==> src/rtl/slx_pkg.sv <==
// Shared types, codes and helper functions of the command line lexer.
`default_nettype none
package slx_pkg;

	localparam int MAX_RES = 3;
	localparam int CNT_W   = 2;
	localparam int QDEPTH  = 2;
	localparam int QPTR_W  = 1;
	localparam int QCNT_W  = 2;

	// Lexer modes
	localparam logic [2:0] M_IDLE   = 3'd0;
	localparam logic [2:0] M_WORD   = 3'd1;
	localparam logic [2:0] M_SQ     = 3'd2;
	localparam logic [2:0] M_DQ     = 3'd3;
	localparam logic [2:0] M_AFTERQ = 3'd4;
	localparam logic [2:0] M_GT     = 3'd5;
	localparam logic [2:0] M_LT     = 3'd6;

	// Token kinds
	localparam logic [2:0] K_WORD    = 3'd0;
	localparam logic [2:0] K_PIPE    = 3'd1;
	localparam logic [2:0] K_OUT     = 3'd2;
	localparam logic [2:0] K_APPEND  = 3'd3;
	localparam logic [2:0] K_IN      = 3'd4;
	localparam logic [2:0] K_HEREDOC = 3'd5;

	localparam logic [7:0] CH_SQUOTE = 8'h27;
	localparam logic [7:0] CH_DQUOTE = 8'h22;
	localparam logic [7:0] CH_GT     = 8'h3E;
	localparam logic [7:0] CH_LT     = 8'h3C;
	localparam logic [7:0] CH_PIPE   = 8'h7C;
	localparam logic [7:0] CH_SPACE  = 8'h20;
	localparam logic [7:0] CH_TAB    = 8'h09;
	localparam logic [7:0] CH_CR     = 8'h0D;

	typedef struct packed {
		logic       has_byte;
		logic [7:0] out_byte;
		logic       token_done;
		logic [2:0] token_kind;
		logic       line_done;
		logic       run_last;
	} res_t;

	// All results caused by one input byte
	typedef struct packed {
		logic [CNT_W-1:0]     cnt;
		res_t [MAX_RES-1:0]   slot;
	} bundle_t;

	function automatic res_t mk_byte(input logic [7:0] b);
		res_t r;
		r          = '0;
		r.has_byte = 1'b1;
		r.out_byte = b;
		return r;
	endfunction

	function automatic res_t mk_end(input logic [2:0] kind);
		res_t r;
		r            = '0;
		r.token_done = 1'b1;
		r.token_kind = kind;
		return r;
	endfunction

	function automatic bundle_t add_res(input bundle_t bin, input res_t r);
		bundle_t bo;
		bo = bin;
		if (bin.cnt < CNT_W'(MAX_RES)) begin
			bo.slot[bin.cnt] = r;
			bo.cnt           = bin.cnt + 1'b1;
		end
		return bo;
	endfunction

	function automatic logic is_space(input logic [7:0] c);
		return (c == CH_SPACE) || ((c >= CH_TAB) && (c <= CH_CR));
	endfunction

endpackage
`default_nettype wire

==> src/rtl/slx_front.sv <==
// Front end: classify each byte, track the lexer mode, build its result bundle.
`default_nettype none
module slx_front (
	input  wire logic             clk,
	input  wire logic             arst_n,
	input  wire logic             in_ok,
	input  wire logic [7:0]       char_byte,
	input  wire logic             end_of_line,
	output slx_pkg::bundle_t      bundle,
	output logic                  bundle_push
);

	logic [2:0]        mode_q;
	logic [2:0]        mode_d;
	logic [2:0]        fi_mode;
	logic              fi_has;
	slx_pkg::res_t     fi_res;
	logic              is_op;
	slx_pkg::bundle_t  b;

	// Byte handling from between tokens depends on the byte alone
	always_comb begin
		fi_has  = 1'b0;
		fi_res  = '0;
		fi_mode = slx_pkg::M_IDLE;
		if (slx_pkg::is_space(char_byte)) begin
			fi_mode = slx_pkg::M_IDLE;
		end else if (char_byte == slx_pkg::CH_SQUOTE) begin
			fi_mode = slx_pkg::M_SQ;
		end else if (char_byte == slx_pkg::CH_DQUOTE) begin
			fi_mode = slx_pkg::M_DQ;
		end else if (char_byte == slx_pkg::CH_PIPE) begin
			fi_has = 1'b1;
			fi_res = slx_pkg::mk_end(slx_pkg::K_PIPE);
		end else if (char_byte == slx_pkg::CH_GT) begin
			fi_mode = slx_pkg::M_GT;
		end else if (char_byte == slx_pkg::CH_LT) begin
			fi_mode = slx_pkg::M_LT;
		end else begin
			fi_has  = 1'b1;
			fi_res  = slx_pkg::mk_byte(char_byte);
			fi_mode = slx_pkg::M_WORD;
		end
	end

	assign is_op = slx_pkg::is_space(char_byte) || (char_byte == slx_pkg::CH_GT) ||
		(char_byte == slx_pkg::CH_LT) || (char_byte == slx_pkg::CH_PIPE);

	always_comb begin
		b      = '0;
		mode_d = mode_q;
		case (mode_q)
			slx_pkg::M_WORD: begin
				if (is_op) begin
					b      = slx_pkg::add_res(b, slx_pkg::mk_end(slx_pkg::K_WORD));
					mode_d = fi_mode;
					if (fi_has) b = slx_pkg::add_res(b, fi_res);
				end else begin
					b = slx_pkg::add_res(b, slx_pkg::mk_byte(char_byte));
				end
			end
			slx_pkg::M_SQ: begin
				if (char_byte == slx_pkg::CH_SQUOTE) mode_d = slx_pkg::M_AFTERQ;
				else b = slx_pkg::add_res(b, slx_pkg::mk_byte(char_byte));
			end
			slx_pkg::M_DQ: begin
				if (char_byte == slx_pkg::CH_DQUOTE) mode_d = slx_pkg::M_AFTERQ;
				else b = slx_pkg::add_res(b, slx_pkg::mk_byte(char_byte));
			end
			slx_pkg::M_AFTERQ: begin
				if (char_byte == slx_pkg::CH_SQUOTE) begin
					mode_d = slx_pkg::M_SQ;
				end else if (char_byte == slx_pkg::CH_DQUOTE) begin
					mode_d = slx_pkg::M_DQ;
				end else begin
					b      = slx_pkg::add_res(b, slx_pkg::mk_end(slx_pkg::K_WORD));
					mode_d = fi_mode;
					if (fi_has) b = slx_pkg::add_res(b, fi_res);
				end
			end
			slx_pkg::M_GT: begin
				if (char_byte == slx_pkg::CH_GT) begin
					b      = slx_pkg::add_res(b, slx_pkg::mk_end(slx_pkg::K_APPEND));
					mode_d = slx_pkg::M_IDLE;
				end else begin
					b      = slx_pkg::add_res(b, slx_pkg::mk_end(slx_pkg::K_OUT));
					mode_d = fi_mode;
					if (fi_has) b = slx_pkg::add_res(b, fi_res);
				end
			end
			slx_pkg::M_LT: begin
				if (char_byte == slx_pkg::CH_LT) begin
					b      = slx_pkg::add_res(b, slx_pkg::mk_end(slx_pkg::K_HEREDOC));
					mode_d = slx_pkg::M_IDLE;
				end else begin
					b      = slx_pkg::add_res(b, slx_pkg::mk_end(slx_pkg::K_IN));
					mode_d = fi_mode;
					if (fi_has) b = slx_pkg::add_res(b, fi_res);
				end
			end
			default: begin
				mode_d = fi_mode;
				if (fi_has) b = slx_pkg::add_res(b, fi_res);
			end
		endcase

		// Close whatever is open at end of line
		if (end_of_line) begin
			case (mode_d)
				slx_pkg::M_WORD, slx_pkg::M_SQ, slx_pkg::M_DQ, slx_pkg::M_AFTERQ:
					b = slx_pkg::add_res(b, slx_pkg::mk_end(slx_pkg::K_WORD));
				slx_pkg::M_GT: b = slx_pkg::add_res(b, slx_pkg::mk_end(slx_pkg::K_OUT));
				slx_pkg::M_LT: b = slx_pkg::add_res(b, slx_pkg::mk_end(slx_pkg::K_IN));
				default: ;
			endcase
			mode_d = slx_pkg::M_IDLE;
			if (b.cnt == '0) b.cnt = slx_pkg::CNT_W'(1);
		end

		// Flag the last result of this byte
		for (int i = 0; i < slx_pkg::MAX_RES; i++) begin
			if (b.cnt == slx_pkg::CNT_W'(i + 1)) begin
				b.slot[i].run_last  = 1'b1;
				b.slot[i].line_done = end_of_line;
			end
		end
	end

	assign bundle      = b;
	assign bundle_push = in_ok && (b.cnt != '0);

	always_ff @(posedge clk or negedge arst_n) begin
		if (!arst_n) begin
			mode_q <= slx_pkg::M_IDLE;
		end else if (in_ok) begin
			mode_q <= mode_d;
		end
	end

endmodule
`default_nettype wire

==> src/rtl/slx_queue.sv <==
// Short bundle queue between the front and back ends.
`default_nettype none
module slx_queue (
	input  wire logic             clk,
	input  wire logic             arst_n,
	input  wire logic             wr,
	input  wire slx_pkg::bundle_t wdata,
	input  wire logic             rd,
	output slx_pkg::bundle_t      rdata,
	output logic                  q_full,
	output logic                  q_empty
);

	slx_pkg::bundle_t                 mem_q [slx_pkg::QDEPTH];
	logic [slx_pkg::QPTR_W-1:0]       wptr_q;
	logic [slx_pkg::QPTR_W-1:0]       rptr_q;
	logic [slx_pkg::QCNT_W-1:0]       cnt_q;
	logic                             do_wr;
	logic                             do_rd;

	assign q_full  = (cnt_q == slx_pkg::QCNT_W'(slx_pkg::QDEPTH));
	assign q_empty = (cnt_q == '0);
	assign do_wr   = wr && !q_full;
	assign do_rd   = rd && !q_empty;
	assign rdata   = mem_q[rptr_q];

	always_ff @(posedge clk) begin
		if (do_wr) mem_q[wptr_q] <= wdata;
	end

	always_ff @(posedge clk or negedge arst_n) begin
		if (!arst_n) begin
			wptr_q <= '0;
			rptr_q <= '0;
			cnt_q  <= '0;
		end else begin
			if (do_wr) wptr_q <= wptr_q + 1'b1;
			if (do_rd) rptr_q <= rptr_q + 1'b1;
			if (do_wr && !do_rd) cnt_q <= cnt_q + 1'b1;
			else if (do_rd && !do_wr) cnt_q <= cnt_q - 1'b1;
		end
	end

endmodule
`default_nettype wire

==> src/rtl/slx_back.sv <==
// Back end: unpack bundles into single results held in an output register.
`default_nettype none
module slx_back (
	input  wire logic             clk,
	input  wire logic             arst_n,
	input  wire slx_pkg::bundle_t head,
	input  wire logic             head_valid,
	output logic                  head_pop,
	input  wire logic             out_take,
	output logic                  out_valid,
	output slx_pkg::res_t         out_res
);

	logic                       out_valid_q;
	slx_pkg::res_t              out_res_q;
	logic [slx_pkg::CNT_W-1:0]  idx_q;
	logic                       load;
	logic                       last_slot;

	assign load      = head_valid && (!out_valid_q || out_take);
	assign last_slot = (idx_q == (head.cnt - 1'b1));
	assign head_pop  = load && last_slot;
	assign out_valid = out_valid_q;
	assign out_res   = out_res_q;

	always_ff @(posedge clk) begin
		if (load) out_res_q <= head.slot[idx_q];
	end

	always_ff @(posedge clk or negedge arst_n) begin
		if (!arst_n) begin
			out_valid_q <= 1'b0;
			idx_q       <= '0;
		end else begin
			if (load) begin
				out_valid_q <= 1'b1;
				idx_q       <= last_slot ? '0 : idx_q + 1'b1;
			end else if (out_take) begin
				out_valid_q <= 1'b0;
			end
		end
	end

endmodule
`default_nettype wire

==> src/rtl/shell_command_lexer.sv <==
// Top level of the streaming command line lexer.
//
// Channel   Handshake             Payload
// input     push / full           char_byte, end_of_line
// result    pop / empty           has_byte, out_byte, token_done, token_kind,
//                                 line_done, run_last
//
// One byte is accepted per cycle while the bundle queue has room; a byte
// yields zero to three results, and the back end emits one result per cycle
// while results are popped. The first result of a byte reaches the result
// ports through the queue write and then the output register load. Sustained
// input rate is one byte per cycle while bytes make at most one result and
// results are popped; bytes that make two or three results hold the output
// port for each result in turn. Reset clears the lexer mode to between tokens
// and empties the queue and output register. Either side may stall freely.
`default_nettype none
module shell_command_lexer (
	input  wire logic       clk,
	input  wire logic       arst_n,
	input  wire logic       push,
	output logic            full,
	input  wire logic [7:0] char_byte,
	input  wire logic       end_of_line,
	input  wire logic       pop,
	output logic            empty,
	output logic            has_byte,
	output logic [7:0]      out_byte,
	output logic            token_done,
	output logic [2:0]      token_kind,
	output logic            line_done,
	output logic            run_last
);

	slx_pkg::bundle_t  front_bundle;
	slx_pkg::bundle_t  head_bundle;
	slx_pkg::res_t     res;
	logic              bundle_push;
	logic              q_full;
	logic              q_empty;
	logic              head_pop;
	logic              out_valid;
	logic              in_ok;
	logic              out_take;

	// Accept a transaction whenever the queue has room
	assign full     = q_full;
	assign in_ok    = push && !q_full;
	assign empty    = !out_valid;
	assign out_take = pop && out_valid;

	slx_front u_front (
		.clk         (clk),
		.arst_n      (arst_n),
		.in_ok       (in_ok),
		.char_byte   (char_byte),
		.end_of_line (end_of_line),
		.bundle      (front_bundle),
		.bundle_push (bundle_push)
	);

	slx_queue u_queue (
		.clk     (clk),
		.arst_n  (arst_n),
		.wr      (bundle_push),
		.wdata   (front_bundle),
		.rd      (head_pop),
		.rdata   (head_bundle),
		.q_full  (q_full),
		.q_empty (q_empty)
	);

	slx_back u_back (
		.clk        (clk),
		.arst_n     (arst_n),
		.head       (head_bundle),
		.head_valid (!q_empty),
		.head_pop   (head_pop),
		.out_take   (out_take),
		.out_valid  (out_valid),
		.out_res    (res)
	);

	assign has_byte   = res.has_byte;
	assign out_byte   = res.out_byte;
	assign token_done = res.token_done;
	assign token_kind = res.token_kind;
	assign line_done  = res.line_done;
	assign run_last   = res.run_last;

endmodule
`default_nettype wire
==> config.mk <==
export PLATFORM = sky130hd
export DESIGN_NAME = shell_command_lexer
export DESIGN_NICKNAME = d
export VERILOG_FILES = /design/src/rtl/slx_pkg.sv /design/src/rtl/slx_front.sv /design/src/rtl/slx_queue.sv /design/src/rtl/slx_back.sv /design/src/rtl/shell_command_lexer.sv
export SDC_FILE = /design/constraint.sdc
export NUM_CORES = 1
export LEC_CHECK = 0
export BUFFER_PORTS_ARGS = -buffer_cell sky130_fd_sc_hd__clkbuf_2
export CAP_MARGIN = 20
export CORE_ASPECT_RATIO = 1.75
export CORE_MARGIN = 1.5
export CORE_UTILIZATION = 50
export DETAILED_ROUTE_END_ITERATION = 8
export GPL_ROUTABILITY_DRIVEN = 0
export MAX_ROUTING_LAYER = met4
export PLACE_DENSITY = 0.67
export SETUP_SLACK_MARGIN = 0.2
export SKIP_CTS_REPAIR_TIMING = 1
export SLEW_MARGIN = 40
export SYNTH_ARGS = -nofsm -noshare
export SYNTH_HDL_FRONTEND = slang
export SYNTH_HIERARCHICAL = 1
export SYNTH_SLANG_ARGS = --single-unit
export TNS_END_PERCENT = 1
==> constraint.sdc <==
create_clock -name clk -period 6.3 [get_ports clk]
set_input_delay 0.63 -clock clk [delete_from_list [all_inputs] [get_ports clk]]
set_output_delay 0.63 -clock clk [all_outputs]
set_load 0.01 [all_outputs]
==> results.tsv <==
stage	metric	value	unit
outcome	status	completed	
power	p_int	2260	uW
sta	hold_viol	0	
layout	num_antenna_cells	0	
yosys	yosys.area.top_type	edfxtp_1	
setup_path	crit_required	6390	ps
sta	drv_slew	0	
sta	period_share	0.610	
cts	tritoncts	built	
drt	firstDrtPassIters	4	
cts	clock_latency	410	ps
global_route	grt_overflow	0	
power	power.share.clock	0.286	
cts	clk_pin_slew_worst_paths	50	ps
setup_path	rr_startpoint	u_front/mode_q[0]	
yosys	ys.flop_type	edfxtp_1	
sta	whs	78.9	ps
drt	drcViolationCount	0	
power	pwr-share-seq	0.408	
yosys	synth_warnings	6	
power	p_leak	0.00257	uW
drt	drt-initial-drc-count	245	
floorplanning	coreArea	11900	um^2
sta	tightestPinTransition	793	ps
yosys	synth_area	6090	um^2
sta	rsz0062_at_grt	no	
yosys	synth_top_area_share	0.538	
setup_path	critPathArrivalTime	3930	ps
layout	layout_common_cells	109 x edfxtp_1, 36 x nand2_1, 29 x clkbuf_2, 27 x mux2_2, 22 x nor2_1	
placement	dpl.hpwl	8250	um
power	switching_power	991	uW
drt	via_per_inst	5.85	
floorplanning	die_y	149	um
sta	fin_setup_tns	0	ps
cts	htree_levels	4	
yosys	synth_cells	465	
sta	relSlewSlack	0.471	
setup_path	reg2reg_slack	2710	ps
sta	fmax	0.260	GHz
drt	finalWirelength	11900	um
power	p_per_area	475	nW/um^2
power	ir_drop	0.000184	V
setup_path	worstSetupStartpointType	input pin	
global_route	antenna_found_initial	0	
layout	final_common_cell	edfxtp_1	
sta	finalWorstPathRequiredPeriod	3840	ps
yosys	async_reset_ff_frac	0.0840	
yosys	yosysSeqAreaShare	0.579	
drt	wl_per_cell	18.7	um
setup_path	crit_type	in2reg	
sta	finalSetupViolCount	0	
yosys	yosys-top-cells-area	edfxtp_1 54%, mux2_2 5.0%, mux2_4 4.9%	
layout	final_layout_size_suffix_gt1_frac	0.261	
cts	cts-root-buf	clkbuf_16	
drt	antenna_left	0	
cts	cts_buffers	17	
global_route	grt_max_degree	49	
job	maxCapViolations	0	
drt	vias	3735	
setup_path	crit_start	char_byte[2]	
power	p_comb_frac	0.307	
floorplanning	pin_count	30	
global_route	grt_usage	0.208	
setup_path	critPathMaxFanout	19	
cts	clockBufferDepth	2	
setup_path	r2r_end	u_queue/mem_q[0][25]	
layout	syn_to_final_growth	12.3	%
min_path	worstHoldPathType	in2async	
setup_path	cp-end-kind	flop	
yosys	avgSynthCellArea	13.1	um^2
yosys	ys_ff_latch	119	
setup_path	rr_worst_depth	10	
floorplanning	rows	53	
global_route	grt_pass1_wl	19300	um
global_route	grt_pass1_vias	3862	
yosys	synth-edff-count	109	
floorplanning	start_util	0.510	
placement	port_buffers	29	
sta	skew	6.27	ps
layout	fillers	949	
floorplanning	fp.dieW	86.4	um
floorplanning	die-area	12900	um^2
cts	clkSinkCount	119	
power	swShare	0.305	
layout	fin_nets	503	
yosys	synth_cell_type_count	76	
-- metal layers --
metal,vias up,GRT usage,part of all wire
met5,-,-,0
met4,0,0.112,0.043
li1,1794,-,-
met2,101,0.356,0.53
met3,35,0.0470,0.041
met1,1805,0.218,0.39
-- sequential cells by signal (all words and copies together) (netlist names) --
name and count:
u_back/out_valid 1, u_back/out_res 15, u_queue/mem_q 94, u_queue/rptr_q 1, u_back/idx_q 2, u_queue/wptr_q 1
u_queue/cnt_q 2, u_front/mode_q 3
-- final cells by class --
cell class,instances,area [um^2],share of cell area
tap,137,171,0.0251
clock inverter,12,134,0.0196
timing repair buffer,34,203,0.0296
inverter,14,52.6,0.00769
multi-input combinational,303,2310,0.339
clock buffer,20,437,0.0639
sequential,119,3530,0.516
-- kinds of logic (layout without fill, tap and decap cells) --
group / Yosys count / in the layout / share of synthesized area
muxes: 65 / 65 / 0.129
buffers and inverters: 54 / 80 / 0.0497
adders and majority gates: 2 / 2 / 0.00370
DFF: 119 / 119 / 0.579
xor gates and xnor gates: 7 / 7 / 0.0113
AOI/OAI and AO/OA: 88 / 88 / 0.113
and+or+nand+nor: 129 / 129 / 0.114
other: 1 / 12 / 0.000616
-- through the flow --
step | area, um^2 | util | power [uW] | instances | setup WS, ps
3_3_place_gp | 6230 | 0.522 | 2300 | 606 | 2000
5_1_grt | 6840 | 0.573 | 3420 | 639 | 2270
3_5_place_dp | 6270 | 0.525 | 2340 | 607 | 2110
6_report | 6840 | 0.573 | 3250 | 639 | 2460
2_1_floorplan | 6130 | - | 2100 | 476 | 1330
4_1_cts | 6840 | 0.573 | 3280 | 639 | 2530
-- cells in the mapped netlist, drive strengths merged, types with 3 or more instances --
cell type,number
inv,14
nor2,24
xor2,3
o211ai,3
a41oi,4
nor3,7
nand2b,4
a2111oi,3
o21a,4
or3,5
edfxtp,109
nand2,36
o22ai,5
and3,6
xnor2,4
buf,26
nand3,9
a21oi,8
o21ai,28
or4,4
o211a,3
mux2i,18
a211oi,3
mux2,47
or2,4
a31oi,3
nor4,5
nor2b,10
a21o,7
dfrtp,10
clkbuf,14
nand4,3
-- power by group through the flow --
stage               sequential, uW  clock [uW]  combinational [uW]
floorplan                     1290           0                 810
global placement              1330           0                 972
detailed placement            1340           0                1000
CTS                           1330         942                1010
global route                  1350         977                1090
finish                        1320         928                 995
-- critical path, cell delays in order --
cell	delay (ps)
clkbuf_2	200
or4_1	560
a2111oi_2	630
o311ai_1	230
a21o_1	360
a31oi_1	250
nand2_1	160
nor2_4	400
buf_16	220
buf_4	270
-- worst max path at each step --
stage                                 to  slack, ps  cells after the start
CTS                 u_queue/mem_q[0][25]       2530                     10
finish              u_queue/mem_q[0][25]       2460                     10
detailed placement   u_queue/mem_q[0][9]       2110                     10
global route        u_queue/mem_q[0][25]       2270                     10
global placement     u_queue/mem_q[0][9]       2000                      9
floorplan            u_queue/mem_q[0][0]       1330                      9
Power figures use the tool's default switching activity.
